### src/hdl/pt_rtt_pkg.sv
// Shared types and constants for the Pt100 resistance to temperature pipeline.
// No dependencies; imported by every module of the block.
package pt_rtt_pkg;

  // Port widths
  localparam int IN_W  = 19;
  localparam int OUT_W = 19;

  // Default fixed-point formats
  localparam int DEF_RES_FRAC_BITS  = 10;
  localparam int DEF_TEMP_FRAC_BITS = 8;

  // Datapath widths
  localparam int SQ_W       = 64;  // radicand
  localparam int ROOT_W     = 32;  // root, also the number of sqrt steps
  localparam int SQRT_SHIFT = 26;  // radicand is scaled to 26 fraction bits
  localparam int ROOT_FRAC  = 13;  // root fraction bits
  localparam int DIFF_W     = 24;  // 100 ohm minus resistance, signed
  localparam int PROD_W     = 53;  // 4B times the difference, signed
  localparam int N_W        = 34;  // A minus root, signed
  localparam int MAG_W      = 30;  // magnitude of that over the valid span

  // Curve constants, scaled to integers
  localparam int                R0_OHMS       = 100;
  localparam logic [63:0]       A_SCALED      = 64'd390802;        // A * 1e8
  localparam logic [63:0]       A_SQUARED     = 64'd152726203204;  // (A * 1e8)^2
  localparam logic signed [28:0] FOUR_B_SCALED = 29'sd232080000;    // 4B * 1e16 / 100
  localparam logic [13:0]       TWO_B_SCALED  = 14'd11604;         // 2B * 1e10
  localparam logic [63:0]       LOW_MILLIOHM  = 64'd20545;
  localparam logic [63:0]       HIGH_MILLIOHM = 64'd390524;

  // Control that travels alongside each pipeline word
  typedef struct packed {
    logic valid;
    logic oor;
  } pt_rtt_ctl_t;

endpackage

### src/hdl/pt_rtt_sqrt.sv
// Pipelined restoring integer square root, one result bit per register stage.
// Depends on pt_rtt_pkg.
module pt_rtt_sqrt import pt_rtt_pkg::*; (
  input  logic               clk_i,
  input  logic               rst_ni,
  input  logic               en_i,
  input  logic [SQ_W-1:0]    m_i,
  input  pt_rtt_ctl_t        ctl_i,
  output logic [ROOT_W-1:0]  root_o,
  output pt_rtt_ctl_t        ctl_o
);

  logic [SQ_W-1:0] rem_q  [ROOT_W];
  logic [SQ_W-1:0] root_q [ROOT_W];
  pt_rtt_ctl_t     ctl_q  [ROOT_W];

  for (genvar i = 0; i < ROOT_W; i++) begin : g_step
    localparam logic [SQ_W-1:0] STEP_BIT = SQ_W'(1) << (SQ_W - 2 - 2 * i);

    logic [SQ_W-1:0] rem_in, root_in, trial, rem_d, root_d;
    pt_rtt_ctl_t     ctl_in;

    if (i == 0) begin : g_first
      assign rem_in  = m_i;
      assign root_in = '0;
      assign ctl_in  = ctl_i;
    end else begin : g_next
      assign rem_in  = rem_q[i-1];
      assign root_in = root_q[i-1];
      assign ctl_in  = ctl_q[i-1];
    end

    always_comb begin
      trial = root_in + STEP_BIT;
      if (rem_in >= trial) begin
        rem_d  = rem_in - trial;
        root_d = (root_in >> 1) + STEP_BIT;
      end else begin
        rem_d  = rem_in;
        root_d = root_in >> 1;
      end
    end

    always_ff @(posedge clk_i or negedge rst_ni) begin
      if (!rst_ni) begin
        ctl_q[i] <= '0;
      end else if (en_i) begin
        ctl_q[i] <= ctl_in;
      end
    end

    always_ff @(posedge clk_i) begin
      if (en_i) begin
        rem_q[i]  <= rem_d;
        root_q[i] <= root_d;
      end
    end
  end

  assign root_o = root_q[ROOT_W-1][ROOT_W-1:0];
  assign ctl_o  = ctl_q[ROOT_W-1];

  // remainder m - s^2 never exceeds 2s once all bits are settled
  a_rem_bound: assert property (@(posedge clk_i) disable iff (!rst_ni)
    ctl_q[ROOT_W-1].valid |-> rem_q[ROOT_W-1] <= (root_q[ROOT_W-1] << 1))
    else $error("sqrt remainder above 2*root");

  a_root_narrow: assert property (@(posedge clk_i) disable iff (!rst_ni)
    ctl_q[ROOT_W-1].valid |-> root_q[ROOT_W-1][SQ_W-1:ROOT_W] == '0)
    else $error("sqrt root wider than its field");

endmodule

### config.mk
export PLATFORM = sky130hd
export DESIGN_NAME = pt_rtt_sqrt
export DESIGN_NICKNAME = d
export VERILOG_FILES = /design/src/hdl/pt_rtt_pkg.sv /design/src/hdl/pt_rtt_sqrt.sv
export SDC_FILE = /design/constraint.sdc
export NUM_CORES = 2
export LEC_CHECK = 0
export BUFFER_PORTS_ARGS = -buffer_cell sky130_fd_sc_hd__buf_2
export CAP_MARGIN = 20
export CORE_ASPECT_RATIO = 0.5
export CORE_UTILIZATION = 59
export DETAILED_ROUTE_END_ITERATION = 12
export PLACE_DENSITY = 0.8
export SYNTH_ARGS = -nofsm -noshare
export SYNTH_HDL_FRONTEND = slang
export SYNTH_SLANG_ARGS = --single-unit
### constraint.sdc
create_clock -name clk_i -period 5.1 [get_ports clk_i]
set_clock_uncertainty 0.05 [all_clocks]
set_input_delay 1.02 -clock clk_i [delete_from_list [all_inputs] [get_ports clk_i]]
set_output_delay 1.02 -clock clk_i [all_outputs]
set_load 0.005 [all_outputs]
# [After elaboration in Yosys (flattened, before gate mapping)]
# Memories as Yosys holds them, arrays and structs flattened.
# Index checks and enable logic that the tools add are counted.
[word_totals] input_bits=69 latch_bits=0 word_cells=258 n_memories=2 rom_bits=0 reg_bits=64 ram_bits=4096 output_inout_bits=34
[classes] div=0 mul=0 addsub=94 n_mux=66 n_eq_ne=0 magnitude_cmp=32 shifts=0 n_bitwise=0 reduce_logical=0
[memory_table] name="rem_q" words=32 width=64 rd=31 rd_ports_with_merged_regs=0 wr=32 line="pt_rtt_sqrt.sv:13" source="logic [SQ_W-1:0] rem_q [ROOT_W];"
[memory_table] name="root_q" words=32 width=64 rd=32 rd_ports_with_merged_regs=0 wr=32 line="pt_rtt_sqrt.sv:14" source="logic [SQ_W-1:0] root_q [ROOT_W];"
[op_table] op="64-bit 2-to-1 mux" count=63
[op_table] op="64-bit >= comparator" count=31
[op_table] op="64-bit subtractor" count=31
[op_table] op="63-bit by 1-bit adder with 64-bit output (second input constant)" count=1
[op_table] op="63-bit by 11-bit adder with 64-bit output (second input constant)" count=1
[op_table] op="63-bit by 13-bit adder with 64-bit output (second input constant)" count=1
[op_table] op="63-bit by 15-bit adder with 64-bit output (second input constant)" count=1
[op_table] op="63-bit by 17-bit adder with 64-bit output (second input constant)" count=1
[op_table] op="63-bit by 19-bit adder with 64-bit output (second input constant)" count=1
[op_table] op="63-bit by 21-bit adder with 64-bit output (second input constant)" count=1
[op_table] op="63-bit by 23-bit adder with 64-bit output (second input constant)" count=1
[op_table] op="63-bit by 25-bit adder with 64-bit output (second input constant)" count=1
[op_table] op="63-bit by 27-bit adder with 64-bit output (second input constant)" count=1
[op_table] op="63-bit by 29-bit adder with 64-bit output (second input constant)" count=1
[op_table] op="63-bit by 3-bit adder with 64-bit output (second input constant)" count=1
[op_table] op="63-bit by 31-bit adder with 64-bit output (second input constant)" count=1
[op_table] op="63-bit by 33-bit adder with 64-bit output (second input constant)" count=1
[op_table] op="63-bit by 35-bit adder with 64-bit output (second input constant)" count=1
[op_table] op="63-bit by 37-bit adder with 64-bit output (second input constant)" count=1
[op_table] op="63-bit by 39-bit adder with 64-bit output (second input constant)" count=1
[op_table] op="63-bit by 41-bit adder with 64-bit output (second input constant)" count=1
[op_table] op="63-bit by 43-bit adder with 64-bit output (second input constant)" count=1
[op_table] op="63-bit by 45-bit adder with 64-bit output (second input constant)" count=1
[op_table] op="63-bit by 47-bit adder with 64-bit output (second input constant)" count=1
[op_table] op="45 further kinds" count=46

# [Logic depth before layout (Yosys ltp)]
# An unclocked memory read counts as a cell.
[depth] depth_word=4 ltp_mapped=15 mapped_depth_nobuf=12

# [Least setup slack after synthesis]
# OpenSTA, ideal clock, no wires.
[synth_path] kind="register to register" startpoint="memory rem_q[25][27] (netlist: rem_q[1][603])" endpoint="memory rem_q[26][43] (netlist: rem_q[1][683]) (data pin)" arrival_time_ns=3.257 slack_ns=1.526 period_less_slack_ns=3.574 stages_incl_launch_ff=14 setup_time_ns=0.267 path_cell_list="edfxtp_1 ha_1 buf_2 nand2_1 or4_1 o31ai_1 nor4bb_1 o41a_1 buf_2 a2111o_1 a31o_2 buf_2 nor4b_2 xor2_1"
[synth_lines] item="from (decl)" line="pt_rtt_sqrt.sv:13"

==> reports/metrics.yaml <==
die:
  io_pins: 103
  core-area_sq_um: 207000
  initial_utilization: 0.596
  dieArea_sq_um: 211000
  fp.dieH_um: 326
  die_w_um: 649
  rows: 118
finish:
  fin_util: 0.649
  fin_nets: 10700
  antenna-diode-count: 0
  area_delta_synth_final_pct: 9.05
  final_area_sq_um: 135000
  drive_above_1_share: 0.0731
power:
  power_mw: 58.6
  p_leak_nw: 50.8
  pwr_density_cell_nw_per_um2: 435
  ir_drop_uv: 338
timing:
  slew_violations: 0
  fin_ws_ns: 0.764
  slew_headroom: 0.199
  layout_min_cycle_time_ns: 4.34
  max_freq_mhz: 231
  hold_viol: 0
  period_share: 0.850
  rsz0062_at_grt: "no"
  worst_pin_slew_ns: 1.19
  setup_viol: 0
  finalSetupTns_ns: 0
yosys:
  synthArstFlopShare: 0.0248
  syn_avg_cell_area_sq_um: 12.5
  ys_warn_count: 0
  syn-num-nets: 10500
  synth_ff_type: "edfxtp_1"
  syn_area_sq_um: 124000
  ys_ff_latch: 2576
  ys_seq_area_frac: 0.624
  synth_cells: 9882
  yosysUniqueCellTypes: 87
  synth_edf_count: 2512
placement:
  place_congestion: 0.975
  pre_cts_ws_ns: 0.840
  io_buffers: 102
  dp_hpwl_mm: 177
  place_area_sq_um: 128000
worst_setup_path:
  required_ns: 5.60
  crit_buf_inv: 0
  cp_slowest_stage_delay_ns: 0.91
  worstSetupPathType: "reg2reg"
  cp_slowest_cell: "nor4_1"
  path_cells: "ha_1 -> nand4b_1 -> nor4_1 -> nand4_1 -> o2111ai_1 -> a21o_1 -> o211ai_1 -> or4b_2 -> o41ai_1 -> o21ai_0"
  worstPathMaxFanout: 11
  cp_top_family: "simple AND/OR/NAND/NOR gates"
  end_kind: "flop"
  cp.arrival_ns: 4.84
  start_kind: "flop"
  r2r_slack_ns: 0.76
clocking:
  clock-sinks: 2576
  cts.htree.levels: 4
  clkLatencyLatePin_ns: 0.91
  clk_pin_slew_worst_paths_ns: 0.07
  cts_tree: "yes"
  post_cts_resized: 0
  clock-root-buffer: "clkbuf_16"
  hold_buffers: 0
  clk_path_buf_depth: 4
  cts_setup_buffers: 0
  numCtsBuffers: 222
grt:
  antenna_found_initial: 0
  grt_pass1_wl_mm: 388
  grt_overflow: 0
  grt_pass1_vias: 77500
  grt_max_degree: 149
  grt_usage: 0.226
detailed_routing:
  totalWireLength_mm: 243
  vias_per_cell: 5.86
  drc_errors: 0
  drtAntennaViolNets: 0
  drt-initial-drc-count: 5464
  vias: 76400
  wire_per_inst_um: 18.6
  first_pass_iters: 6
run:
  maxCapViolCount: 0
min_path:
  worstHoldPathType: "in2reg"
run_status:
  status: "completed"
[final cells by class]
cell class,count,area [sq um]
sequential,2576,77000
fill,14800,72700
multi-input combinational,6348,42900
clock buffer,277,5860
tap,2760,3450
inverter,728,2730
timing repair buffer,222,1600
clock inverter,121,1130
[metal layers]
| layer | GRT usage | vias up | share of wire |
|---|---|---|---|
| met5 | 0 | - | 0 |
| met4 | 0.135 | 0 | 0.065 |
| met3 | 0.0293 | 800 | 0.037 |
| met2 | 0.432 | 2072 | 0.53 |
| met1 | 0.237 | 36100 | 0.37 |
| li1 | - | 37400 | - |
[sequential cells by signal, indices dropped and copies added (netlist names)]
register,cells
ctl_o,2
rem_q,1984
root_q,528
ctl_q,62
[stage by stage]
stage | std cells | hold WS, ns
global placement | 12600 | 0.374
detailed placement | 12600 | 0.380
floorplan | 9882 | 0.367
finish | 13000 | 0.249
CTS | 13000 | 0.187
global route | 13000 | 0.199
[final timing paths]
check                              startpoint  depth (start not counted)       endpoint
worst max-delay path            rem_q[1][715]                         10  rem_q[1][815]
worst min-delay path                  m_i[50]                          1   rem_q[0][50]
worst max register to register  rem_q[1][715]                         10  rem_q[1][815]
worst min register to register   rem_q[0][57]                          0  rem_q[0][121]
max in group asynchronous              rst_ni                          2      ctl_q[44]
min in group asynchronous              rst_ni                          2       ctl_o[0]
[Yosys cell counts, types with 49 or more instances]
master,number,area share
edfxtp_1,2512,0.61
inv_1,725,0.022
nand2_1,656,0.020
a21oi_1,610,0.025
nor2_1,606,0.018
ha_1,558,0.057
xnor2_1,486,0.034
o21ai_0,470,0.019
xor2_1,407,0.029
nor4_1,343,0.017
nor3_1,281,0.011
a21o_1,254,0.015
clkbuf_1,203,0.0062
nand4_1,176,0.0089
nand3_1,162,0.0066
mux2_2,121,0.011
nand2b_1,101,0.0051
o21a_1,99,0.0060
or4_1,84,0.0051
or3_1,81,0.0041
dfrtp_1,64,0.013
nor2b_1,63,0.0032
a31oi_1,62,0.0031
a211oi_1,49,0.0030
nor4b_1,49,0.0035
[report_power, final]
group	internal [mW]	total [mW]	switching [mW]	leakage [nW]
registers	26.9	28.9	1.97	25.0
clock network	9.14	16.6	7.44	3.43
logic	5.49	13.1	7.58	22.4
[logic make-up (layout without fill, tap and decap cells)]
group	after synthesis	in the layout	share of synthesized area
and+or+nand+nor	2871	2871	0.120
DFF	2576	2576	0.624
AOI/OAI and AO/OA	1893	1893	0.0947
buffers and inverters	958	1348	0.0295
xor gates and xnor gates	893	893	0.0633
adders and majority gates	558	558	0.0565
muxes	133	133	0.0122
[layout by cell type (no fill, tap or decap), types with 100 or more instances in the layout]
master,synthesis,routed
nor2_1,606,604
a21oi_1,610,610
nor4_1,343,342
a21o_1,254,253
inv_1,725,725
buf_2,6,106
edfxtp_1,2512,2512
nand2_1,656,655
nand3_1,162,162
nand2b_1,101,101
o21ai_0,470,470
nand4_1,176,176
xor2_1,407,407
clkbuf_16,0,224
ha_1,558,558
buf_4,2,100
xnor2_1,486,486
nor3_1,281,281
mux2_2,121,121
(Power assumes the default switching activity.)
