### src/hdl/pt_rtt_pkg.sv
// Shared types and constants for the Pt100 resistance to temperature pipeline.
// No dependencies; imported by every module of the block.
package pt_rtt_pkg;

  // Port widths
  localparam int IN_W  = 19;
  localparam int OUT_W = 19;

  // Default fixed-point formats
  localparam int DEF_RES_FRAC_BITS  = 10;
  localparam int DEF_TEMP_FRAC_BITS = 8;

  // Datapath widths
  localparam int SQ_W       = 64;  // radicand
  localparam int ROOT_W     = 32;  // root, also the number of sqrt steps
  localparam int SQRT_SHIFT = 26;  // radicand is scaled to 26 fraction bits
  localparam int ROOT_FRAC  = 13;  // root fraction bits
  localparam int DIFF_W     = 24;  // 100 ohm minus resistance, signed
  localparam int PROD_W     = 53;  // 4B times the difference, signed
  localparam int N_W        = 34;  // A minus root, signed
  localparam int MAG_W      = 30;  // magnitude of that over the valid span

  // Curve constants, scaled to integers
  localparam int                R0_OHMS       = 100;
  localparam logic [63:0]       A_SCALED      = 64'd390802;        // A * 1e8
  localparam logic [63:0]       A_SQUARED     = 64'd152726203204;  // (A * 1e8)^2
  localparam logic signed [28:0] FOUR_B_SCALED = 29'sd232080000;    // 4B * 1e16 / 100
  localparam logic [13:0]       TWO_B_SCALED  = 14'd11604;         // 2B * 1e10
  localparam logic [63:0]       LOW_MILLIOHM  = 64'd20545;
  localparam logic [63:0]       HIGH_MILLIOHM = 64'd390524;

  // Control that travels alongside each pipeline word
  typedef struct packed {
    logic valid;
    logic oor;
  } pt_rtt_ctl_t;

endpackage

### src/hdl/pt_rtt_back.sv
// Back end: A minus root, rounded division by the 2B constant, sign and saturation.
// Four register stages; the last one drives the result combinationally. Uses pt_rtt_pkg.
module pt_rtt_back import pt_rtt_pkg::*; #(
  parameter int TEMP_FRAC_BITS = DEF_TEMP_FRAC_BITS
) (
  input  logic                    clk_i,
  input  logic                    rst_ni,
  input  logic                    en_i,
  input  logic [ROOT_W-1:0]       root_i,
  input  pt_rtt_ctl_t             ctl_i,
  output logic signed [OUT_W-1:0] temperature_o,
  output pt_rtt_ctl_t             ctl_o
);

  localparam int PW = MAG_W + 7;                                // mag * 100
  localparam int YW = PW - (ROOT_FRAC - TEMP_FRAC_BITS) + 1;    // dividend
  localparam int QW = YW - ROOT_FRAC;                           // quotient
  localparam int TW = (QW + 1 > OUT_W) ? QW + 1 : OUT_W;

  localparam logic [N_W-1:0]       N_BASE    = N_W'(A_SCALED << ROOT_FRAC);
  localparam logic [YW-1:0]        DEN_HALF  = YW'(TWO_B_SCALED >> 1);
  localparam logic [YW-1:0]        RECIP     = YW'((64'd1 << YW) / 64'(TWO_B_SCALED));
  localparam logic signed [TW-1:0] T_MAX     = TW'((1 <<< (OUT_W - 1)) - 1);
  localparam logic signed [TW-1:0] T_MIN     = ~T_MAX;

  pt_rtt_ctl_t ctl1_q, ctl2_q, ctl3_q, ctl4_q;
  logic        neg1_q, neg2_q, neg3_q, neg4_q;

  logic [N_W-1:0]    n_diff, n_abs;
  logic              neg_d;
  logic [MAG_W-1:0]  mag_d, mag_q;
  logic [PW-1:0]     mag100, mag_scaled;
  logic [YW-1:0]     y_d, y_q;
  logic [2*YW-1:0]   qprod;
  logic [QW-1:0]     qest_d, qest_q, q_d, q_q;
  logic [15:0]       ylo_q, rem;
  logic              inc;
  logic signed [TW-1:0] t_mag, t_full, t_sat;

  // stage 1: N = A*2^13 - s and its magnitude
  always_comb begin
    n_diff = N_BASE - N_W'(root_i);
    neg_d  = n_diff[N_W-1];
    n_abs  = neg_d ? (N_W'(0) - n_diff) : n_diff;
    mag_d  = n_abs[MAG_W-1:0];
  end

  // stage 2: dividend with the 2^13 of the divisor taken off and half the divisor added
  always_comb begin
    mag100     = PW'(mag_q) * PW'(R0_OHMS);
    mag_scaled = mag100 >> (ROOT_FRAC - TEMP_FRAC_BITS);
    y_d        = YW'(mag_scaled) + DEN_HALF;
  end

  // stage 3: reciprocal estimate, low by at most one
  always_comb begin
    qprod  = (2 * YW)'(y_q) * (2 * YW)'(RECIP);
    qest_d = qprod[YW+QW-1:YW];
  end

  // stage 4: remainder is below twice the divisor, so 16 bits hold it exactly
  always_comb begin
    rem   = ylo_q - 16'(32'(qest_q) * 32'(TWO_B_SCALED));
    inc   = rem >= 16'(TWO_B_SCALED);
    q_d   = qest_q + QW'(inc);
  end

  // output: sign, saturate, zero when out of span
  always_comb begin
    t_mag  = $signed(TW'(q_q));
    t_full = neg4_q ? -t_mag : t_mag;
    if (t_full > T_MAX) begin
      t_sat = T_MAX;
    end else if (t_full < T_MIN) begin
      t_sat = T_MIN;
    end else begin
      t_sat = t_full;
    end
    temperature_o = ctl4_q.oor ? '0 : OUT_W'(t_sat);
  end

  assign ctl_o = ctl4_q;

  always_ff @(posedge clk_i or negedge rst_ni) begin
    if (!rst_ni) begin
      ctl1_q <= '0;
      ctl2_q <= '0;
      ctl3_q <= '0;
      ctl4_q <= '0;
    end else if (en_i) begin
      ctl1_q <= ctl_i;
      ctl2_q <= ctl1_q;
      ctl3_q <= ctl2_q;
      ctl4_q <= ctl3_q;
    end
  end

  always_ff @(posedge clk_i) begin
    if (en_i) begin
      neg1_q <= neg_d;
      mag_q  <= mag_d;
      neg2_q <= neg1_q;
      y_q    <= y_d;
      neg3_q <= neg2_q;
      qest_q <= qest_d;
      ylo_q  <= y_q[15:0];
      neg4_q <= neg3_q;
      q_q    <= q_d;
    end
  end

  a_one_correction: assert property (@(posedge clk_i) disable iff (!rst_ni)
    ctl3_q.valid |-> rem < 16'(2 * TWO_B_SCALED))
    else $error("quotient estimate off by more than one");

endmodule

### config.mk
export PLATFORM = sky130hd
export DESIGN_NAME = pt_rtt_back
export DESIGN_NICKNAME = d
export VERILOG_FILES = /design/src/hdl/pt_rtt_pkg.sv /design/src/hdl/pt_rtt_back.sv
export SDC_FILE = /design/constraint.sdc
export NUM_CORES = 1
export LEC_CHECK = 0
export ABC_AREA = 0
export ABC_CLOCK_PERIOD_IN_PS = 6000
export BUFFER_PORTS_ARGS = -buffer_cell sky130_fd_sc_hd__buf_4
export CORE_MARGIN = 5
export CORE_UTILIZATION = 40
export CTS_CLUSTER_DIAMETER = 150
export DETAILED_ROUTE_END_ITERATION = 6
export GPL_ROUTABILITY_DRIVEN = 0
export GPL_TIMING_DRIVEN = 1
export HOLD_SLACK_MARGIN = 0.02
export SYNTH_ARGS = -nofsm -noshare
export SYNTH_HDL_FRONTEND = slang
export SYNTH_SLANG_ARGS = --single-unit
### constraint.sdc
create_clock -name clk_i -period 6 [get_ports clk_i]
set_input_delay 0.6 -clock clk_i [delete_from_list [all_inputs] [get_ports clk_i]]
set_output_delay 0.6 -clock clk_i [all_outputs]
set_load 0.02 [all_outputs]
# After elaboration in Yosys (flattened, before gate mapping)
# Index checks and enable logic that the tools add are counted.
# totals
word_cells	34
latchBits	0
ram_bits	0
out_inout_bits	21
romBits	0
regBits	131
in_bits	37
memories	0
# classes
eq_ne	0
div_mod_pow	0
n_mux	5
n_bitwise	0
shift	0
reduce_logical	0
add_sub_neg	6
n_lt_le_gt_ge	3
mul	3
# ops
operator	count
$mux W19	3
$mul A33 B15 Y48 const B	1
$mul A30 B5 Y35 const B	1
$add A32 B13 Y33 const B	1
$sub A32 B32 Y33 const A	1
$mux W30	1
$sub A1 B30 Y30 const A	1
$gt A21 B19 Y1 const B	1
$lt A21 B19 Y1 const B	1
$mux W21	1
$neg A20 Y21	1
$add A20 B1 Y20	1
$mul A20 B12 Y14 const B	1
$ge A16 B14 Y1 const B	1
$sub A16 B16 Y16	1

# Depth between registers and ports, before layout
# depth
depth_word	6
mapped_depth	26
depth_no_buf	26

# Worst setup path after synthesis
# Ideal clock, no wire load.
# synth_timing
kind	register to register
start	register y_q[12]
end	register qest_q[16], data pin
path_slack_ps	-276
required_ps	5729
period_less_slack_ps	6276
setup_time_ps	271
arrival_time_ps	6006
stages_incl_launch_ff	20
path_buffers	0
cell_sequence	edfxtp_1 ha_1 inv_1 fa_1 inv_1 fa_1 fa_1 fa_1 fa_1 ha_1 a21o_1 a21oi_1 a21boi_0 o41a_1 a2111oi_1 o21ai_0 nor2_1 nor3_1 a2111oi_0 xnor2_1
# synth_between
elab_chain_cells	1
# synth_lines
item	line_no	source
start: declaration	pt_rtt_back.sv:33	logic [YW-1:0] y_d, y_q;
start signal: assignment	pt_rtt_back.sv:103	y_q <= y_d;
$mul A33 B15 Y48	pt_rtt_back.sv:57	qprod = (2 * YW)'(y_q) * (2 * YW)'(RECIP);
named net qest_d[16]	pt_rtt_back.sv:35	logic [QW-1:0] qest_d, qest_q, q_d, q_q;
end signal: assignment	pt_rtt_back.sv:105	qest_q <= qest_d;
end: declaration	pt_rtt_back.sv:35	
# The timed path passes the listed nets, and every way through them passes these cells.
# A chain may end at the register's enable or synchronous reset.

# Worst setup path in the final report
# layout_timing
start	register y_q[25]
end	register qest_q[16], data pin
# Same word-level chain as after synthesis.

==> results.md <==
* Status: finished with violations
* Failing checks: negative setup slack
* Worst skew pair latency at 0.44 ns
* ANT cells at 0
* Core ar. at 0.0513 mm2
* Final WS setup at -0.0169 ns
* Worst path required time at 6.17 ns
* Fin crit share at 100%
* Routed len/inst at 14.7 um
* R2R Setup Slk at -0.02 ns
* Vias/cell at 4.87
* CP arrival at roughly 6.2 ns
* Fin crit period at around 6.0 ns
* Pre-CTS WS at -0.298 ns
* CTS tree: built
* 1st-pass router iterations at 5
* Input/output buffers at 57
* Min-Delay Path Class: in -> reg
* Vias in the first global route at between 15000 and 20000
* Critical Path Sink Type: register
* Hold path start: ctl_i[0]
* Core Rows at between 80 and 90
* Most common cell after layout, fill and taps aside: inv_1
* Num CTS Buffers at 17
* R2r endpoint: qest_q[16]
* Post-Route WL at ~44000 um
* Initial Util at 40.4%
* Htree depth at 4
* Post-synthesis sequential area ratio at 18.5%
* Maximum clock insertion buffer count at 2
* Initial antenna violation count at 0
* Area Growth Syn to Fin at 14.4%
* Post-DP HPWL at 38500 um
* Final Hold Viols at 0
* DIE WIDTH at between 200 and 250 um
* DRC Markers at 0
* EDFF count, synth at 121
* Cell variety after synth at 80
* Drt initial violations at 587
* Critical path class: reg -> reg
* CTS root buf: clkbuf_16
* Die area at 0.0565 mm2
* Final setup TNS at -0.0169 ns
* GR Overflow Total at 0
* Clock skew at 0.0125 ns
* Reg2Reg Depth at 19
* Number of synthesized register bits at 129
* Commonest non-fill, non-tap cells in the layout: inv_1 (510), ha_1 (333), fa_1 (247)
* Layout cells sized above 1 at 12.7%
* Fmax at 0.166 GHz
* Warnings, synthesis at 0
* RSZ-0062 raised after global routing: yes
* ANT nets after route at 0
* Max Cap Viol at 0
* Worst rel slew slack at 48.1%
* Final Max Tran Viols at 0
* Fillers at approximately 4900
* # IOs at 58
* CP Launch Type: register
* Syn Nets at 2752
* Die Y at 238 um
* Worst Hold Endpoint: ctl1_q[0]
* Total Routing Usage GR at 15.8%
* Clk sink count at 129
* Clock slew at the register clock pins of the worst setup and hold paths at 0.06 ns
* Register Area at 0.00383 mm2
* Ys flop type: edfxtp_1
* Synth Cell Area at 0.0207 mm2
* Routed via count at 14600
* Final Util at 46.2%
* Post-synthesis async set-or-reset flop share at 6.20%
* Cells after synthesis at 2121
* Least-Margin Pin Slew at 0.769 ns
* Global-route wire length before repair at 74200 um
* Syn_area_per_cell at 9.77 um2
* Area of the multi-input gates at 0.0151 mm2
* Nets at 2926
* Worst r2r src: y_q[25]
* Largest net degree at the start of global routing at 55
* Hold Crit Depth at 2
* Crit Path Max Fanout at 5
* Final number of setup-violating endpoints at 1
## cell usage after synthesis, drive strengths merged, types with 10 or more instances
cell	count	area share [%]
or3	16	0.51
o21ai	79	1.9
nand2b	19	0.57
inv	519	9.4
nor2	79	1.5
a31oi	14	0.42
a21o	26	0.94
or2	11	0.34
nand3	36	0.87
and3	15	0.45
a21oi	79	1.9
a211oi	10	0.36
fa	251	24
xnor2	120	5.1
ha	343	21
nand2	71	1.3
edfxtp	121	18
nor3	34	0.82
nand4	20	0.60
xor2	67	2.8
nor2b	10	0.30
clkbuf	23	0.42
mux2	11	0.60
## registers in the layout (all words and copies together), names as in the netlist
signal  flops
y_q        33
mag_q      30
q_q        20
qest_q     20
ylo_q      14
ctl1_q      2
ctl2_q      2
ctl3_q      2
ctl_o       2
neg1_q      1
neg2_q      1
neg3_q      1
neg4_q      1
## stage by stage
| step | std cells | hold slack, ns | area [um2] |
|---|---|---|---|
| 6_report | 2988 | 0.407 | 23700 |
| 5_1_grt | 2988 | 0.402 | 23700 |
| 4_1_cts | 2979 | 0.387 | 23400 |
| 3_5_place_dp | 2943 | 0.422 | 22800 |
| 3_3_place_gp | 2943 | 0.405 | 22800 |
| 2_1_floorplan | 2121 | 0.304 | 20700 |
## timing repair
action | 4_1_cts | 5_1_grt
hold buffers | 1 | 0
buffers inserted | 3 | 9
endpoints found under the setup margin | 10 | 31
pin swaps | 13 | 54
hold endpoints to repair | 8 | 0
resized for setup | 14 | 53
## worst max path at each step
stage	startpoint	end	slack [ns]	depth (start not counted)
after detailed placement	y_q[14]	qest_q[19]	-0.30	19
after global routing	y_q[11]	qest_q[16]	-0.26	19
final	y_q[25]	qest_q[16]	-0.02	19
after floorplan	y_q[12]	qest_q[16]	0.02	19
after CTS	y_q[24]	qest_q[19]	0.01	20
after global placement	y_q[14]	qest_q[19]	-0.26	19
## worst max-delay path: stages, from the launching register on
cell	delay, ns
edfxtp_1	0.47
ha_1	0.32
inv_1	0.06
fa_1	0.50
fa_1	0.53
inv_1	0.06
fa_1	0.49
fa_2	0.60
fa_1	0.42
ha_1	0.24
a21o_1	0.18
a21oi_2	0.14
a21boi_1	0.08
o41a_1	0.38
a2111oi_4	0.43
o21ai_2	0.12
nor2_2	0.19
nor3_2	0.06
a2111oi_2	0.37
xnor2_1	0.11
## area by class of cell
| cell class | instances | share of cell area, % |
|---|---|---|
| well taps | 680 | 3.59 |
| clock buffers | 21 | 2.07 |
| multi-input cells | 1445 | 63.7 |
| flip-flops and latches | 129 | 16.2 |
| inverters | 519 | 8.23 |
| clock inverters | 11 | 0.333 |
| repair buffers | 183 | 5.91 |
## per-layer routing
metal | vias to the layer above | GRT usage [%] | wire length, um
met2 | 202 | 29.0 | 22500
met4 | 0 | 3.87 | 716
met3 | 44 | 2.25 | 1240
met5 | - | 0 | 0
li1 | 7332 | - | -
met1 | 6972 | 19.6 | 19400
## cells by family after synthesis
logic type               count (synthesis)  synth area share, %
adder cells (fa/ha/maj)                594                 45.0
buffers and inverters                  547                 9.95
AND/OR/NAND/NOR                        353                 8.75
AO/OA/AOI/OAI                          297                 9.21
XOR/XNOR                               187                 7.90
flip-flops                             129                 18.5
multiplexers                            14                0.743
Power is not shown: default switching activity piles up to over one toggle a cycle in this logic, so the estimate is an artifact.
