### src/hdl/pt_rtt_pkg.sv
// Shared types and constants for the Pt100 resistance to temperature pipeline.
// No dependencies; imported by every module of the block.
package pt_rtt_pkg;

  // Port widths
  localparam int IN_W  = 19;
  localparam int OUT_W = 19;

  // Default fixed-point formats
  localparam int DEF_RES_FRAC_BITS  = 10;
  localparam int DEF_TEMP_FRAC_BITS = 8;

  // Datapath widths
  localparam int SQ_W       = 64;  // radicand
  localparam int ROOT_W     = 32;  // root, also the number of sqrt steps
  localparam int SQRT_SHIFT = 26;  // radicand is scaled to 26 fraction bits
  localparam int ROOT_FRAC  = 13;  // root fraction bits
  localparam int DIFF_W     = 24;  // 100 ohm minus resistance, signed
  localparam int PROD_W     = 53;  // 4B times the difference, signed
  localparam int N_W        = 34;  // A minus root, signed
  localparam int MAG_W      = 30;  // magnitude of that over the valid span

  // Curve constants, scaled to integers
  localparam int                R0_OHMS       = 100;
  localparam logic [63:0]       A_SCALED      = 64'd390802;        // A * 1e8
  localparam logic [63:0]       A_SQUARED     = 64'd152726203204;  // (A * 1e8)^2
  localparam logic signed [28:0] FOUR_B_SCALED = 29'sd232080000;    // 4B * 1e16 / 100
  localparam logic [13:0]       TWO_B_SCALED  = 14'd11604;         // 2B * 1e10
  localparam logic [63:0]       LOW_MILLIOHM  = 64'd20545;
  localparam logic [63:0]       HIGH_MILLIOHM = 64'd390524;

  // Control that travels alongside each pipeline word
  typedef struct packed {
    logic valid;
    logic oor;
  } pt_rtt_ctl_t;

endpackage

### src/hdl/pt_rtt_front.sv
// Front end: span check, radicand 4B*(100-R) product and A^2 offset, two stages.
// Depends on pt_rtt_pkg.
module pt_rtt_front import pt_rtt_pkg::*; #(
  parameter int RES_FRAC_BITS = DEF_RES_FRAC_BITS
) (
  input  logic               clk_i,
  input  logic               rst_ni,
  input  logic               en_i,
  input  logic               valid_i,
  input  logic [IN_W-1:0]    resistance_i,
  output logic [SQ_W-1:0]    m_o,
  output pt_rtt_ctl_t        ctl_o
);

  localparam logic [31:0] LO_BOUND =
    32'((LOW_MILLIOHM * (64'd1 << RES_FRAC_BITS) + 64'd999) / 64'd1000);
  localparam logic [31:0] HI_BOUND =
    32'((HIGH_MILLIOHM * (64'd1 << RES_FRAC_BITS)) / 64'd1000);
  localparam logic [DIFF_W-1:0] HUNDRED_SCALED = DIFF_W'(R0_OHMS << RES_FRAC_BITS);
  localparam logic [SQ_W-1:0]   A_SQ_SCALED    = A_SQUARED << RES_FRAC_BITS;

  logic signed [DIFF_W-1:0] diff;
  logic signed [PROD_W-1:0] prod_d, prod_q;
  logic                     oor;
  pt_rtt_ctl_t              ctl1_d, ctl1_q, ctl2_q;
  logic [SQ_W-1:0]          d_sum, m_d, m_q;

  // stage 1: span check and the one wide product
  always_comb begin
    oor    = (32'(resistance_i) < LO_BOUND) || (32'(resistance_i) > HI_BOUND);
    diff   = $signed(HUNDRED_SCALED) - $signed(DIFF_W'(resistance_i));
    prod_d = PROD_W'(FOUR_B_SCALED) * PROD_W'(diff);
    ctl1_d = '{valid: valid_i, oor: oor};
  end

  // stage 2: add A^2 and align to the radicand scale (positive over the span)
  always_comb begin
    d_sum = A_SQ_SCALED + SQ_W'(prod_q);
    m_d   = d_sum << (SQRT_SHIFT - RES_FRAC_BITS);
  end

  always_ff @(posedge clk_i or negedge rst_ni) begin
    if (!rst_ni) begin
      ctl1_q <= '0;
      ctl2_q <= '0;
    end else if (en_i) begin
      ctl1_q <= ctl1_d;
      ctl2_q <= ctl1_q;
    end
  end

  always_ff @(posedge clk_i) begin
    if (en_i) begin
      prod_q <= prod_d;
      m_q    <= m_d;
    end
  end

  assign m_o   = m_q;
  assign ctl_o = ctl2_q;

endmodule

### config.mk
export PLATFORM = sky130hd
export DESIGN_NAME = pt_rtt_front
export DESIGN_NICKNAME = d
export VERILOG_FILES = /design/src/hdl/pt_rtt_pkg.sv /design/src/hdl/pt_rtt_front.sv
export SDC_FILE = /design/constraint.sdc
export NUM_CORES = 1
export LEC_CHECK = 0
export BUFFER_PORTS_ARGS = -buffer_cell sky130_fd_sc_hd__buf_2
export CAP_MARGIN = 20
export CELL_PAD_IN_SITES_DETAIL_PLACEMENT = 0
export CELL_PAD_IN_SITES_GLOBAL_PLACEMENT = 2
export CORE_MARGIN = 2
export CORE_UTILIZATION = 45
export DETAILED_ROUTE_END_ITERATION = 8
export GPL_ROUTABILITY_DRIVEN = 0
export MAX_ROUTING_LAYER = met4
export PLACE_DENSITY_LB_ADDON = 0.1
export REMOVE_ABC_BUFFERS = 1
export SLEW_MARGIN = 25
export SYNTH_ARGS = -nofsm -noshare
export SYNTH_HDL_FRONTEND = slang
export SYNTH_SLANG_ARGS = --single-unit
### constraint.sdc
create_clock -name clk_i -period 3.4 [get_ports clk_i]
set_input_delay 0.68 -clock clk_i [delete_from_list [all_inputs] [get_ports clk_i]]
set_output_delay 0.68 -clock clk_i [all_outputs]
set_load 0.005 [all_outputs]
After elaboration in Yosys (flattened, before gate mapping)
Cells that the tools add are included.
- bits in latches: 0
- RAM bits: 0
- output and inout port bits: 66
- flip-flop bits (word level): 93
- input port bits: 23
- logic and storage cells: 12
- memories: 0
- memory bits (read-only): 0
- bitwise operators: 0
- $add $sub $neg: 2
- shift-type cells: 0
- equal/unequal tests: 0
- muxes and demuxes: 0
- divide/modulo/power cells: 0
- reduce and logical (&&, ||, !) cells: 1
- $lt $le $gt $ge: 2
- multipliers: 1
- operator list (cell ; number):
    adder 48 bit, first input constant ; 1
    multiplier 22 x 20 -> 41 bit, first input constant ; 1
    subtractor 17 x 19 -> 20 bit, first input constant ; 1
    > comparator 19 bit, second input constant ; 1
    less-than comparator 19 x 15 -> 1 bit, second input constant ; 1
    logical OR 1 bit ; 1

Depth between registers and ports, before layout
Gate-level depths: netlist (run 1).
- depth in word-level cells: 2
- depth in mapped cells: 30
- gate-level depth less buffers: 29

Least setup slack after synthesis (run 1)
Ideal clock, no wire load.
- path type: input to register
- start: in resistance_i[0]
- end: reg prod_q[47], data pin
- cell stages on the path: 26
- path buffers: 1
- data required time: 3.139 ns
- arrival time: 7.230 ns
- setup time: 0.261 ns
- slack: -4.090 ns
- cell sequence: clkbuf_1 -> inv_1 -> ha_1 -> nor3b_1 -> xnor2_1 -> inv_1 -> fa_1 -> inv_1 -> fa_1 -> fa_1 -> inv_1 -> fa_1 -> fa_1 -> inv_1 -> fa_1 -> fa_1 -> inv_1 -> ha_1 -> nand2_1 -> or3_1 -> nor4_1 -> nor2_1 -> o211ai_2 -> o2111ai_1 -> a21o_1 -> o311a_1
- word-level cells in the longest chain between the ends: 2
- RTL lines (item ; RTL line ; text):
    start, declared ; pt_rtt_front.sv:10 ; input logic [IN_W-1:0] resistance_i,
    subtractor 17 x 19 -> 20 bit ; pt_rtt_front.sv:31 ; diff = $signed(HUNDRED_SCALED) - $signed(DIFF_W'(resistance_i));
    multiplier 22 x 20 -> 41 bit ; pt_rtt_front.sv:32 ; prod_d = PROD_W'(FOUR_B_SCALED) * PROD_W'(diff);
    via prod_d[47] ; pt_rtt_front.sv:23 ; logic signed [PROD_W-1:0] prod_d, prod_q;
    end signal, assigned ; pt_rtt_front.sv:54 ; prod_q <= prod_d;
    end, declared ; pt_rtt_front.sv:23 ;
The timed path passes the listed nets, and every way through them passes these cells.
A chain may end at the register's enable or synchronous reset.

Worst setup path after layout (run 1)
- start: in resistance_i[2]
- end: reg prod_q[47], data pin
Same word-level chain as after synthesis.

==> qor.yml, run 1 <==
syn-instance-count: 1083
cts_root_buffer: "clkbuf_16"
post_dp_cell_area_sq_um: 13900
ys_ff_latch: 86
htreeDepth: 3
cp.depth: 25
synth_cell_types: 62
yosysWarnings: 0
critPathMaxFanout: 4
violations: "setup timing"
met2_length_mm: 12.6
worst_slack_ns: -3.47
yosys_most_used_dff: "edfxtp_1"
critPathSlowestCell: "fa_2"
start_util_pct: 45.6
slew_headroom_pct: 40.9
highest_layer: "met4"
routed_wl_mm: 26.6
fp.dieW_microns: 164
crit_start: "resistance_i[2]"
worst-path-buf-inv: 6
finalMaxSlewViolations: 0
finalSetupViolations: 33
seq_area_frac_synth_pct: 22.4
avgSynthCellArea_sq_um: 10.6
dr_wl_met3_microns: 766
ctsHoldBuffers: 0
detail_route.iter0.violations: 303
critical_path_class: "in2reg"
worstHoldPathType: "in2async"
num_antenna_cells: 0
layout_min_cycle_time_ns: 6.87
vias: 8320
worst_r2r_endpoint: "m_o[58]"
whs_ns: 0.112
layout_commonest_cell: "buf_4"
period_share_pct: 202
r2r_setup_slack_ns: 0.79
fmax_mhz: 146
cts_tree: "built"
io_pins: 89
rsz0062_at_grt: "yes"
crit_family: "adder cells"
hold_violations: 0
dr.pass1.iters: 4
cts_num_sinks: 86
reg2regPathDepth: 9
grt_pass1_wl_mm: 42.5
synth_area_sq_um: 11500
grt_start_max_net_pins: 69
antenna_found_initial: 0
rr_startpoint: "prod_q[12]"
ant_nets: 0
grt_usage_pct: 21.1
area_growth_pct: 40.7
die-height_microns: 164
drc: 0
globalRoute.totalOverflow: 0
final_util_pct: 64.2
cts_buffers: 9
placed_cells: 1708
worst_clock_skew_ns: 0.0226
crit_path_end: "prod_q[47]"
layout_common_cells: "buf_4 (260), inv_1 (229), fa_1 (131), ha_1 (131), edfxtp_1 (82)"
wl_met1_mm: 13.0
outcome: "finished, violations left"
drv_cap: 0
nNetsFinal: 1796
worst-endpoint-required_ns: 3.50
clkLatencyLatePin_ns: 0.35
critPathArrivalTime_ns: 6.97
die-area_sq_um: 26800
crit_top_cell: "fa_2"
num_rows: 58
synth_edf_count: 82
core_area_sq_um: 25100
grt_pass1_vias: 8590
vias_per_cell: 4.68
drive_gt1_share_pct: 39.9
finalNonFillerCells: 1777
clockBufferDepth: 2
worst_setup_path_start_kind: "input pin"
path_clk_slew_ns: 0.08
dpl.hpwl_mm: 22.0
design_area_sq_um: 16100
async_flop_share_pct: 4.65
worst-slew-pin-transition_ns: 0.887
portBuffers: 65
endpoint_kind: "flop"
slowest_delay_ns: 0.56
wire_per_inst_microns: 15.0
==> per-stage QoR <==
| stage | setup slack [ns] | TNS (ns) |
|---|---|---|
| after detailed placement | -4.21 | -113.28 |
| after global placement | -4.18 | -111.50 |
| after global routing | -3.67 | -96.39 |
| final | -3.47 | -89.76 |
| after floorplan | -3.85 | -96.99 |
| after CTS | -3.55 | -91.12 |
==> flip-flops by register name, indices dropped and copies added, names as in the netlist <==
| register | flops |
|---|---|
| m_o | 41 |
| prod_q | 41 |
| ctl1_q | 2 |
| ctl_o | 2 |
==> worst register-to-register path: cells and delay by family, from the launching register on <==
kind / cells / cell delay [ns]
adders and majority gates: 1 / 0.27
xor gates and xnor gates: 1 / 0.09
AOI/OAI and AO/OA: 7 / 1.56
DFF: 1 / 0.45
==> synthesized netlist by cell type, types with 3 or more instances <==
library cell  number  share of area, %
a211oi_1           4              0.26
a21o_1            27               1.8
a21oi_1           33               1.4
a31oi_1            8              0.44
a41oi_1            4              0.31
buf_4             23               1.5
clkbuf_1           4              0.13
dfrtp_1            4              0.87
edfxtp_1          82                21
fa_1             139                24
ha_1             192                21
inv_1            252               8.3
mux2_2             3              0.29
nand2_1           44               1.4
nand2b_1           8              0.44
nand3_1           12              0.52
nand4_1            6              0.33
nor2_1            44               1.4
nor2b_1            3              0.16
nor3_1            12              0.52
nor4_1             3              0.16
o2111ai_1          3              0.23
o21ai_0           18              0.79
o21ai_1            5              0.22
o21ai_2            4              0.31
o21bai_1           3              0.20
o31ai_1            6              0.39
or2_2              4              0.22
or3_1              6              0.33
xnor2_1           44               3.4
xor2_1            43               3.3
==> worst min path at each step <==
stage	slack, ns	startpoint	cells after the start	endpoint
3_3_place_gp	0.40	prod_q[10]	0	m_o[26]
2_1_floorplan	0.38	rst_ni	0	ctl1_q[0]
4_1_cts	0.10	rst_ni	1	ctl1_q[0]
3_5_place_dp	0.41	prod_q[10]	0	m_o[26]
6_report	0.11	rst_ni	1	ctl1_q[0]
5_1_grt	0.10	rst_ni	1	ctl1_q[0]
==> kinds of logic after synthesis <==
group                    after synthesis  synth area share (%)
AND/OR/NAND/NOR                      153                  6.49
multiplexers                           4                 0.382
AO/OA/AOI/OAI                        136                  8.33
flip-flops                            86                  22.4
XOR/XNOR                              90                  7.08
buffers and inverters                282                  10.1
other                                  1                0.0327
adder cells (fa/ha/maj)              331                  45.3
==> final cells by class <==
type,count,area (sq um)
Clock buffer,9,225
Inverter,252,953
Multi-Input combinational cell,737,9240
Clock inverter,7,56.3
Fill cell,2043,8990
Timing Repair Buffer,356,2670
Sequential cell,86,2560
Tap cell,330,413
==> what timing repair did <==
action,in CTS,in global routing
pin swaps,136,78
resized for setup,206,78
setup endpoints to repair,35,34
setup buffers,45,14
==> layer usage <==
| metal | up-vias | GRT usage (%) |
|---|---|---|
| met5 | - | - |
| met4 | 0 | 3.39 |
| met3 | 16 | 2.49 |
| met2 | 121 | 34.6 |
| met1 | 3959 | 28.7 |
| li1 | 4224 | - |
Power of run 1 is not shown: default switching activity piles up to over one toggle a cycle in this logic, so the estimate is an artifact.
==> run 2: changes to the inputs <==
Settings changed: CORE_UTILIZATION 45 to 41, CTS_BUF_LIST set to sky130_fd_sc_hd__clkbuf_16.
Clock period 3.4 ns to 7.76 ns, I/O delays scaled along.
==> run 2 against run 1 <==
The run still ends with setup timing left. Final area is 9.3% lower. Register-to-register slack improved by 4.3 ns. Die area rose by 9.5%. Critical path depth grew 4. First-iteration DRC count down 5.0%. Non-clock buffer count is 78 lower. Count of clock-buffer cells in the layout unchanged. Worst hold slack gained 0.31 ns. Global-route usage fell by 2.2 points. Flip-flop and latch count is the same. Setup slack gained 3.4 ns. Highest routed layer unchanged. Wire length down 3.3%.
==> qor.yml, run 2 (same netlist as run 1, synthesis figures left out) <==
outcome: "finished, violations left"
violations: "setup timing"
critPathMaxFanout: 5
worst-path-buf-inv: 11
num-fill-cells: 2578
path_clk_slew_ns: 0.08
die-area_sq_um: 29300
worstHoldStart: "prod_q[10]"
design_area_sq_um: 14600
clockBufferDepth: 2
worst_slack_ns: -0.0356
clkLatencyLatePin_ns: 0.36
hold_violations: 0
period_share_pct: 100
grt_pass1_wl_mm: 41.7
min_to: "m_o[26]"
routed_wl_mm: 25.8
num_rows: 61
vias_per_cell: 4.53
layout_common_cells: "inv_1 (237), buf_4 (213), ha_1 (168), fa_1 (133), edfxtp_1 (82)"
wire_per_inst_microns: 14.7
rsz0062_at_grt: "yes"
drv_cap: 0
r2r_setup_slack_ns: 5.12
placed_cells: 1705
crit_family: "adder cells"
dr.pass1.iters: 4
core_area_sq_um: 27600
layout_min_cycle_time_ns: 7.80
cts_buffers: 9
worst_r2r_endpoint: "m_o[58]"
num_antenna_cells: 0
drc: 0
grt_start_max_net_pins: 73
slew_headroom_pct: 41.9
ant_nets: 0
reg2regPathDepth: 9
nNetsFinal: 1718
rr_startpoint: "prod_q[12]"
critPathSlowestCell: "fa_1"
critPathArrivalTime_ns: 7.89
cts_root_buffer: "clkbuf_16"
finalMaxSlewViolations: 0
post_dp_cell_area_sq_um: 13500
portBuffers: 65
drive_gt1_share_pct: 29.6
ctsHoldBuffers: 0
worst-slew-pin-transition_ns: 0.872
whs_ns: 0.423
worst_clock_skew_ns: 0.0193
fp.dieW_microns: 171
antenna_found_initial: 0
dpl.hpwl_mm: 22.2
critical_path_class: "in2reg"
layout_commonest_cell: "inv_1"
slowest_delay_ns: 0.58
worstHoldPathType: "reg2reg"
min_path_cells: 0
dpl_worst_slack_ns: -0.648
worst_setup_path_start_kind: "input pin"
area_growth_pct: 27.6
cts_num_sinks: 86
globalRoute.totalOverflow: 0
vias: 7913
endpoint_kind: "flop"
htreeDepth: 3
grt_pass1_vias: 8193
finalSetupViolations: 2
cts_tree: "built"
start_util_pct: 41.5
finalNonFillerCells: 1747
detail_route.iter0.violations: 288
io_pins: 89
grt_usage_pct: 18.9
fmax_mhz: 128
die-height_microns: 171
worst-endpoint-required_ns: 7.86
## run 2: cell count changes in the layout (fill, tap and decap cells not counted), moves of 6 or more
| cell | delta |
|---|---|
| a21oi_1 | +13 |
| a21oi_2 | -8 |
| buf_4 | -47 |
| buf_6 | -31 |
| ha_1 | +37 |
| ha_4 | -38 |
| inv_1 | +8 |
| inv_2 | -6 |
| nand2_1 | +9 |
| nand2_4 | -6 |
| o21ai_0 | +6 |
| xnor2_1 | +6 |
| xnor2_2 | -7 |
## run 2: through the flow
stage / utilization, % / TNS [ns]
finish: 52.9 / -0.0385
floorplan: - / -3.25
CTS: 51.7 / 0
detailed placement: 49.0 / -8.42
global route: 52.9 / -1.67
global placement: 49.0 / -7.40
## run 2: metal layers
metal	GRT usage (%)	share of wire, %	wire length (microns)
met2	30.1	46	12000
met1	26.6	50	12900
met4	3.39	0.94	242
met3	1.86	2.5	642
met5	-	0	0
## run 2: worst max-delay path by stage
stage,start,to,depth (start not counted)
after global placement,resistance_i[5],prod_q[42],26
after CTS,resistance_i[1],prod_q[47],26
after global routing,resistance_i[5],prod_q[45],27
after floorplan,resistance_i[6],prod_q[42],25
final,resistance_i[1],prod_q[45],29
after detailed placement,resistance_i[0],prod_q[42],25
## run 2: repair_timing
action                                  in CTS  in global routing
resized for setup                           50                 62
endpoints found under the setup margin      14                 18
pin swaps                                   50                 27
setup buffers                               20                  6
endpoints found under the hold margin        0                  0
## run 2: cell type report
| cell class | instances | area [sq um] | share of cell area, % |
|---|---|---|---|
| clock buffer | 9 | 225 | 1.54 |
| inverter | 252 | 946 | 6.47 |
| timing repair buffer | 278 | 1950 | 13.4 |
| tap | 378 | 473 | 3.24 |
| clock inverter | 7 | 57.6 | 0.394 |
| sequential | 86 | 2560 | 17.5 |
| multi-input combinational | 737 | 8400 | 57.5 |
Power of run 2 is left out for the same reason.
==> run 3: changes to the inputs <==
Settings changed: SETUP_SLACK_MARGIN set to 0.4.
==> run 3 against run 2 <==
The run now ends clean. Sequential share of layout area down 0.62 points. Global-route usage is 0.19 points higher. Final area is 3.7% higher. Maximum frequency is 0.69% higher.
==> qor.yml, run 3 (same netlist as run 1, synthesis figures left out) <==
outcome: "completed"
hold_violations: 0
core_area_sq_um: 27600
period_share_pct: 99.8
min_path_cells: 0
grt_start_max_net_pins: 73
wire_per_inst_microns: 15.0
layout_common_cells: "inv_1 (227), buf_4 (199), ha_1 (156), fa_1 (130), edfxtp_1 (82)"
vias: 8042
drive_gt1_share_pct: 33.6
worst_setup_path_start_kind: "input pin"
dr.pass1.iters: 4
area_growth_pct: 32.2
clockBufferDepth: 2
die-area_sq_um: 29300
cts_num_sinks: 86
nNetsFinal: 1726
worst-slew-pin-transition_ns: 0.874
die-height_microns: 171
worstHoldPathType: "reg2reg"
ant_nets: 0
endpoint_kind: "flop"
io_pins: 89
drc: 0
cts_root_buffer: "clkbuf_16"
detail_route.iter0.violations: 307
whs_ns: 0.423
vias_per_cell: 4.58
htreeDepth: 3
slew_headroom_pct: 41.7
cts_tree: "built"
fp.dieW_microns: 171
antenna_found_initial: 0
cts_buffers: 9
critPathMaxFanout: 5
rsz0062_at_grt: "yes"
globalRoute.totalOverflow: 0
grt_pass1_vias: 8232
portBuffers: 65
critical_path_class: "in2reg"
finalMaxSlewViolations: 0
critPathArrivalTime_ns: 7.84
reg2regPathDepth: 9
start_util_pct: 41.5
dpl.hpwl_mm: 22.2
routed_wl_mm: 26.3
drv_cap: 0
worst-endpoint-required_ns: 7.86
grt_pass1_wl_mm: 42.1
final_util_pct: 54.8
worst_clock_skew_ns: 0.0204
layout_commonest_cell: "inv_1"
clkLatencyLatePin_ns: 0.36
layout_min_cycle_time_ns: 7.74
num_rows: 61
grt_usage_pct: 19.1
finalSetupViolations: 0
path_clk_slew_ns: 0.08
fmax_mhz: 129
num_antenna_cells: 0
run 3: changes by cell type in the layout (fill, tap and decap cells not counted), moves of 4 or more:
cell / delta
buf_4: -14
inv_1: -10
a21oi_1: -4
ha_4: +12
buf_6: +20
xnor2_1: -4
inv_2: +9
o21ai_0: -4
ha_1: -12
run 3: per-stage QoR:
stage	setup WS (ns)	instance area, sq um	setup TNS [ns]	std cells
final	0.0178	15200	0	1755
after global routing	-0.180	15200	-0.710	1755
after CTS	0.0528	14500	0	1744
after detailed placement	-0.648	13500	-8.42	1705
after global placement	-0.582	13500	-7.40	1705
after floorplan	-0.360	11300	-3.25	1075
run 3: worst max-delay path, stage by stage:
cell,delay [ns]
buf_8,0.10
nor4_4,0.32
nand4_1,0.23
buf_4,0.22
xnor2_4,0.15
inv_2,0.07
fa_1,0.58
inv_2,0.05
fa_1,0.54
inv_2,0.04
fa_1,0.54
inv_2,0.04
fa_1,0.47
inv_1,0.05
fa_1,0.53
inv_2,0.05
fa_1,0.54
inv_2,0.04
ha_4,0.21
ha_4,0.28
nand4_1,0.12
or3_4,0.36
o22a_1,0.20
o211ai_4,0.13
o2111ai_2,0.19
a21oi_2,0.16
xor2_1,0.08
run 3: cell type report:
cell class	count	area [sq um]
multi-input cells	737	8790
well taps	378	473
fillers	2503	12500
clock buffers	9	225
repair buffers	286	2090
flip-flops and latches	86	2560
inverters	252	948
clock inverters	7	57.6
run 3: metal layers:
layer / share of wire (%) / GRT usage (%)
met1: 50 / 26.8
met2: 47 / 30.5
met3: 2.2 / 1.84
met4: 0.84 / 3.43
met5: 0 / -
run 3: final timing paths:
| kind | startpoint | endpoint | slack [ns] |
|---|---|---|---|
| max | resistance_i[2] | prod_q[45] | 0.02 |
| min | prod_q[10] | m_o[26] | 0.42 |
| max reg2reg | prod_q[12] | m_o[58] | 5.12 |
| min reg2reg | prod_q[10] | m_o[26] | 0.42 |
| max in group asynchronous | rst_ni | ctl1_q[1] | 6.65 |
| min in group asynchronous | rst_ni | ctl_o[0] | 0.98 |
run 3: what timing repair did:
item / in CTS / in global routing
pin swaps: 75 / 51
resized for setup: 82 / 124
hold buffers: 0 / 0
setup buffers: 23 / 11
endpoints found under the setup margin: 20 / 21
Power of run 3 is left out for the same reason.
